### config.mk
export PLATFORM = sky130hd
export DESIGN_NAME = jvm_compare_and_branch_unit
export DESIGN_NICKNAME = d
export VERILOG_FILES = /design/src/design/jcb_pkg.sv /design/src/design/jvm_compare_and_branch_unit.sv
export SDC_FILE = /design/constraint.sdc
export NUM_CORES = 1
export LEC_CHECK = 0
export BUFFER_PORTS_ARGS = -buffer_cell sky130_fd_sc_hd__buf_4
export CAP_MARGIN = 10
export CORE_MARGIN = 2
export CORE_UTILIZATION = 60
export DETAILED_ROUTE_END_ITERATION = 16
export PLACE_DENSITY = 0.95
export SLEW_MARGIN = 20
export SYNTH_ARGS = -nofsm -noshare
export SYNTH_HDL_FRONTEND = slang
export SYNTH_SLANG_ARGS = --single-unit
### constraint.sdc
create_clock -name clk -period 9 [get_ports clk]
set_clock_uncertainty 0.05 [all_clocks]
set_input_delay 0.45 -clock clk [delete_from_list [all_inputs] [get_ports clk]]
set_output_delay 0.45 -clock clk [all_outputs]
set_load 0.02 [all_outputs]
### src/design/jcb_pkg.sv
// Package for the JVM compare and branch unit: opcode codes and the
// input and result word structs. No dependencies.
package jcb_pkg;

    typedef enum logic [4:0] {
        OP_LCMP      = 5'd0,
        OP_FCMPL     = 5'd1,
        OP_FCMPG     = 5'd2,
        OP_DCMPL     = 5'd3,
        OP_DCMPG     = 5'd4,
        OP_IFEQ      = 5'd5,
        OP_IFNE      = 5'd6,
        OP_IFLT      = 5'd7,
        OP_IFGE      = 5'd8,
        OP_IFGT      = 5'd9,
        OP_IFLE      = 5'd10,
        OP_IF_ICMPEQ = 5'd11,
        OP_IF_ICMPNE = 5'd12,
        OP_IF_ICMPLT = 5'd13,
        OP_IF_ICMPGE = 5'd14,
        OP_IF_ICMPGT = 5'd15,
        OP_IF_ICMPLE = 5'd16,
        OP_IF_ACMPEQ = 5'd17,
        OP_IF_ACMPNE = 5'd18
    } op_t;

    localparam logic [15:0] PC_STEP_CMP = 16'd1;
    localparam logic [15:0] PC_STEP_BR  = 16'd3;

    typedef struct packed {
        logic [4:0]         op;
        logic signed [63:0] value_deep;
        logic signed [63:0] value_top;
        logic signed [15:0] branch_offset;
        logic [15:0]        pc_now;
    } in_word_t;

    typedef struct packed {
        logic signed [1:0] compare_value;
        logic              pushes_value;
        logic              branch_taken;
        logic [15:0]       pc_next;
    } out_word_t;

endpackage

### src/design/jvm_compare_and_branch_unit.sv
// Top level of the JVM compare and branch unit: input register, compare
// logic, result register. Depends on jcb_pkg.
//
// channel   direction  handshake           payload
// command   in         start / busy        in_word  (jcb_pkg::in_word_t)
// result    out        done (one cycle)    result   (jcb_pkg::out_word_t)
//
// Each word is captured in the input register, evaluated, and held in the
// result register for one cycle with done high. A new word is accepted
// every cycle; busy is always low. Reset clears only the valid flags.
// The receiver cannot stall, so no skid storage is needed.
module jvm_compare_and_branch_unit (
    input  logic               clk,
    input  logic               rst_n,
    input  logic               start,
    output logic               busy,
    input  jcb_pkg::in_word_t  in_word,
    output logic               done,
    output jcb_pkg::out_word_t result
);

    jcb_pkg::in_word_t  in_reg;
    logic               in_vld_reg;
    jcb_pkg::out_word_t res_reg;
    jcb_pkg::out_word_t res_next;
    logic               res_vld_reg;

    assign busy   = 1'b0;
    assign done   = res_vld_reg;
    assign result = res_reg;

    // Valid flags
    always_ff @(posedge clk or negedge rst_n)
    begin
        if (!rst_n)
        begin
            in_vld_reg  <= 1'b0;
            res_vld_reg <= 1'b0;
        end
        else
        begin
            in_vld_reg  <= start;
            res_vld_reg <= in_vld_reg;
        end
    end

    // Payload registers: capture on accept, advance the result each cycle
    always_ff @(posedge clk)
    begin
        if (start)
        begin
            in_reg <= in_word;
        end
        res_reg <= res_next;
    end

    // Float ordering keys: sign-magnitude mapped to unsigned order
    function automatic logic signed [1:0] fp_cmp64(input logic [63:0] a,
                                                   input logic [63:0] b,
                                                   input logic nan_g);
        logic [63:0] ka;
        logic [63:0] kb;
        logic        nan;
        nan = ((a[62:52] == 11'h7FF) && (a[51:0] != '0)) ||
              ((b[62:52] == 11'h7FF) && (b[51:0] != '0));
        ka  = a[63] ? ~a : (a | {1'b1, 63'd0});
        kb  = b[63] ? ~b : (b | {1'b1, 63'd0});
        if (nan)
            fp_cmp64 = nan_g ? 2'sd1 : -2'sd1;
        else if ((a[62:0] == '0) && (b[62:0] == '0))
            fp_cmp64 = 2'sd0;
        else if (ka > kb)
            fp_cmp64 = 2'sd1;
        else if (ka == kb)
            fp_cmp64 = 2'sd0;
        else
            fp_cmp64 = -2'sd1;
    endfunction

    function automatic logic signed [1:0] fp_cmp32(input logic [31:0] a,
                                                   input logic [31:0] b,
                                                   input logic nan_g);
        logic [31:0] ka;
        logic [31:0] kb;
        logic        nan;
        nan = ((a[30:23] == 8'hFF) && (a[22:0] != '0)) ||
              ((b[30:23] == 8'hFF) && (b[22:0] != '0));
        ka  = a[31] ? ~a : (a | {1'b1, 31'd0});
        kb  = b[31] ? ~b : (b | {1'b1, 31'd0});
        if (nan)
            fp_cmp32 = nan_g ? 2'sd1 : -2'sd1;
        else if ((a[30:0] == '0) && (b[30:0] == '0))
            fp_cmp32 = 2'sd0;
        else if (ka > kb)
            fp_cmp32 = 2'sd1;
        else if (ka == kb)
            fp_cmp32 = 2'sd0;
        else
            fp_cmp32 = -2'sd1;
    endfunction

    logic signed [31:0] i_deep;
    logic signed [31:0] i_top;
    logic               z_eq, z_lt, p_eq, p_lt, r_eq;
    logic [15:0]        pc_taken;

    assign i_deep   = in_reg.value_deep[31:0];
    assign i_top    = in_reg.value_top[31:0];
    assign z_eq     = (i_top == 32'sd0);
    assign z_lt     = i_top[31];
    assign p_eq     = (i_deep == i_top);
    assign p_lt     = (i_deep < i_top);
    assign r_eq     = (in_reg.value_deep == in_reg.value_top);
    assign pc_taken = in_reg.pc_now + in_reg.branch_offset;

    // Decode and evaluate
    always_comb
    begin
        logic br;
        logic tk;
        br = 1'b1;
        tk = 1'b0;
        res_next.compare_value = 2'sd0;
        res_next.pushes_value  = 1'b0;
        case (in_reg.op)
            jcb_pkg::OP_LCMP:
            begin
                br = 1'b0;
                res_next.pushes_value  = 1'b1;
                res_next.compare_value =
                    (in_reg.value_deep > in_reg.value_top) ? 2'sd1 :
                    (r_eq ? 2'sd0 : -2'sd1);
            end
            jcb_pkg::OP_FCMPL, jcb_pkg::OP_FCMPG:
            begin
                br = 1'b0;
                res_next.pushes_value  = 1'b1;
                res_next.compare_value = fp_cmp32(in_reg.value_deep[31:0],
                    in_reg.value_top[31:0], in_reg.op == jcb_pkg::OP_FCMPG);
            end
            jcb_pkg::OP_DCMPL, jcb_pkg::OP_DCMPG:
            begin
                br = 1'b0;
                res_next.pushes_value  = 1'b1;
                res_next.compare_value = fp_cmp64(in_reg.value_deep,
                    in_reg.value_top, in_reg.op == jcb_pkg::OP_DCMPG);
            end
            jcb_pkg::OP_IFEQ:      tk = z_eq;
            jcb_pkg::OP_IFNE:      tk = !z_eq;
            jcb_pkg::OP_IFLT:      tk = z_lt;
            jcb_pkg::OP_IFGE:      tk = !z_lt;
            jcb_pkg::OP_IFGT:      tk = !z_lt && !z_eq;
            jcb_pkg::OP_IFLE:      tk = z_lt || z_eq;
            jcb_pkg::OP_IF_ICMPEQ: tk = p_eq;
            jcb_pkg::OP_IF_ICMPNE: tk = !p_eq;
            jcb_pkg::OP_IF_ICMPLT: tk = p_lt;
            jcb_pkg::OP_IF_ICMPGE: tk = !p_lt;
            jcb_pkg::OP_IF_ICMPGT: tk = !p_lt && !p_eq;
            jcb_pkg::OP_IF_ICMPLE: tk = p_lt || p_eq;
            jcb_pkg::OP_IF_ACMPEQ: tk = r_eq;
            jcb_pkg::OP_IF_ACMPNE: tk = !r_eq;
            default:               br = 1'b0;
        endcase
        res_next.branch_taken = tk;
        if (tk)
            res_next.pc_next = pc_taken;
        else if (br)
            res_next.pc_next = in_reg.pc_now + jcb_pkg::PC_STEP_BR;
        else
            res_next.pc_next = in_reg.pc_now + jcb_pkg::PC_STEP_CMP;
    end

    // A result follows every accepted word, through the input and result registers
    a_done_follows: assert property (@(posedge clk) disable iff (!rst_n)
        $past(start) |=> done)
        else $error("result word missing after accept");

    // Compare words never report a taken branch
    a_push_no_branch: assert property (@(posedge clk) disable iff (!rst_n)
        done && result.pushes_value |-> !result.branch_taken)
        else $error("compare word flagged as taken branch");

    // Branch words push nothing
    a_branch_no_value: assert property (@(posedge clk) disable iff (!rst_n)
        done && !result.pushes_value |-> result.compare_value == 2'sd0)
        else $error("nonzero compare value without push");

endmodule

==> flow_metrics.tcl <==
set metrics [dict create \
    outcome "finished, final reports clean" \
    critical_setup_path_kind "register to register" \
    grt_pass1_wl_um 46780 \
    totalWireLength_um 29520 \
    initial_antenna_violation_count 0 \
    min-delay-path-class "primary input to register" \
    post-place-ws_ns 3.282 \
    synth_area_per_cell_um2 11.31 \
    power.share.clock 0.298 \
    arrival_ns 6.12 \
    worstPathMaxFanout 35 \
    power.density_mw_per_mm2 184.4 \
    die_width_um 147.9 \
    clock_tree_from_tritoncts "done" \
    routed_via_density 5.925 \
    asyncSetResetFlopFracSynth 0.01070 \
    hpwl_um 21770 \
    most_used_cells_in_the_layout_excluding_fill_and_tap_cells "194 x buf_4, 177 x ha_1, 165 x edfxtp_1" \
    power_frac_comb 0.286 \
    layout_commonest_cell "buf_4" \
    finalCriticalPeriod_ns 5.851 \
    power.internal_w 0.001831 \
    dr.pass1.iters 5 \
    numCtsBuffers 17 \
    timing.slew.headroom 0.2617 \
    power.sequential.fraction 0.416 \
    hold_path.startpoint "in_word[25]" \
    count_of_cell_types_in_the_netlist 66 \
    slew_viol_final 0 \
    count_of_input_and_output_buffers 188 \
    cts_num_sinks 187 \
    post-route-drc-count 0 \
    worst-r2r-cell-count 21 \
    library_cell_occupying_the_most_area_in_the_post_synthesis_netlist "edfxtp_1" \
    vias_in_the_first_global_route 9460 \
    final_min_period_over_clock_period 0.6501 \
    cp_data_required_time_ns 9.27 \
    largest_net_degree_at_the_start_of_global_routing 110 \
    synth_top_cells_by_area "edfxtp_1 40%, ha_1 18%, xnor2_1 7.3%" \
    place.gp.congestion 0.9409 \
    max_cap_violations 0 \
    share_of_total_power_consumed_by_net_switching 0.3282 \
    synth_seq_cells 187 \
    netSwitchingPower_w 0.0008944 \
    power.leakage_nw 6.453 \
    max_slew.worst_pin.slew_ns 1.107 \
    reg2reg_to "result[15]" \
    setup-violations-final 0 \
    synth_nets 1445 \
    core_area_mm2 0.02030 \
    post_detailed_route_wirelength_per_cell_um 18.82 \
    cts.htree.levels 4 \
    grt_setup_unrepaired "false" \
    hold_path_end "in_reg[25]" \
    report.final.hold_viol_count 0 \
    critical_path.endpoint_type "register" \
    startpoint_type "register" \
    std_cell_rows 52 \
    num_antenna_cells 0 \
    pin_count 190 \
    area_delta_synth_final_pct 18.93 \
    grt.total_usage 0.2723 \
    largest_register_ff_count 101 \
    ys_dominant_reg_cell "edfxtp_1" \
    fillerInstances 1359 \
    drt_iter0_drc 674 \
    number_of_synthesized_flops_with_an_enable_pin 165 \
    total_number_of_vias 9290 \
    finalWorstSetupSlack_ns 3.149 \
    clk_pin_slew_ns 0.08 \
    grt.overflow.total 0 \
    clock_latency_late_sink_ns 0.45 \
    die-area_mm2 0.02188 \
    synth_largest_type_area_fraction 0.3986 \
    netlist_instances 1099 \
    synth_warnings 0 \
    layout-drive-gt1-share 0.1857 \
    setup_tns_ns 0 \
    achievable-frequency_mhz 170.9 \
    ys_seq_area_frac 0.4348 \
    nets 1631 \
    worst_ir_drop_vdd_mv 0.1388 \
    min_delay_path_depth 1 \
    timing.rr.start "i_top[31]" \
    clock_path_buffers 2 \
    die-height_um 147.9 \
    antenna_left 0 \
    root_buffer "clkbuf_16" \
    post-cts-setup-buffer-count 0 \
    fin_total_pwr_w 0.002726 \
    initial_utilization 0.6124 \
    worst_reg_to_reg_setup_slack_ns 3.15 \
    syn_area_mm2 0.01243 \
]
-- power groups by stage --
stage          Clock [W]  Combinational, W  Sequential (W)
2_1_floorplan          0          0.000485         0.00115
3_3_place_gp           0          0.000723         0.00115
3_5_place_dp           0          0.000759         0.00115
4_1_cts         0.000822          0.000774         0.00113
5_1_grt         0.000850          0.000862         0.00114
6_report        0.000812          0.000779         0.00113
-- repair_timing --
item | 4_1_cts | 5_1_grt
resized for setup | 0 | 0
hold buffers | 1 | 0
hold endpoints to repair | 2 | 0
-- cell families (layout without fill, tap and decap cells) --
kind of cell | Yosys count | in the layout | share of synthesized area
AO/OA/AOI/OAI | 185 | 185 | 0.09733
adder cells (fa/ha/maj) | 178 | 178 | 0.1798
other | 1 | 1 | 0.0003017
AND/OR/NAND/NOR | 237 | 237 | 0.1086
flip-flops | 187 | 187 | 0.4348
multiplexers | 5 | 5 | 0.004127
buffers and inverters | 105 | 304 | 0.03221
XOR/XNOR | 201 | 201 | 0.1428
-- metal layers --
| layer | global-route usage | part of all wire | routed length, um |
|---|---|---|---|
| met1 | 0.3356 | 0.40 | 11850 |
| met3 | 0.05123 | 0.060 | 1768 |
| met5 | 0 | 0 | 0 |
| met4 | 0.1014 | 0.031 | 903 |
| met2 | 0.4777 | 0.51 | 14990 |
-- layout make-up --
class,count,area (um2),share of cell area
multi-input combinational,807,6625,0.4481
inverter,76,285.3,0.01930
tap,270,337.8,0.02285
timing repair buffer,196,1478,0.09995
sequential,187,5405,0.3656
clock inverter,15,227.7,0.01540
clock buffer,17,425.4,0.02877
-- synth_stat cells (8+ instances only) --
cell and n:
dfxtp_1 20, and2_1 18, xor2_1 96, edfxtp_1 165, nor2b_1 15, nand2b_1 11
nor2_1 37, xnor2_1 104, nor4_1 27, buf_1 14, o21ai_0 31, o21a_1 8
nand2_1 25, nor3_1 22, nand4_1 46, nand3_1 15, inv_1 76, a21o_1 39
clkbuf_1 12, a21oi_1 60, ha_1 177
-- stage by stage --
step / cells / utilization / hold slack (ns) / instance area (um2)
detailed placement: 1535 / 0.6956 / 0.1837 / 14120
finish: 1568 / 0.7283 / 0.1229 / 14780
CTS: 1568 / 0.7283 / 0.1103 / 14780
global route: 1568 / 0.7283 / 0.1030 / 14780
floorplan: 1099 / - / 0.1044 / 12430
global placement: 1535 / 0.6956 / 0.1823 / 14120
-- worst max-delay path: stages (launching register included) --
cell	delay, ns
edfxtp_1	0.33
buf_4	0.48
ha_1	0.41
a21oi_1	0.17
o21ai_0	0.12
a211o_1	0.24
o31ai_1	0.29
mux2i_1	0.35
mux2i_1	0.25
o311ai_2	0.09
buf_4	0.21
a21oi_1	0.26
ha_1	0.28
a21o_1	0.15
a21oi_1	0.21
nand2b_1	0.18
a21oi_1	0.09
o21ai_1	0.17
nor4b_1	0.36
o31ai_1	0.19
o41ai_1	0.41
xor3_1	0.42
-- worst max path at each step --
stage	startpoint	endpoint	slack [ns]	cells past startpoint
after floorplan	i_deep[31]	result[15]	3.50	23
after global placement	i_top[31]	result[15]	3.51	21
after detailed placement	i_top[31]	result[15]	3.28	21
after CTS	i_top[31]	result[15]	3.15	21
after global routing	i_top[31]	result[15]	2.64	21
final	i_top[31]	result[15]	3.15	21
Note: power is estimated with default switching activity, not from simulation.
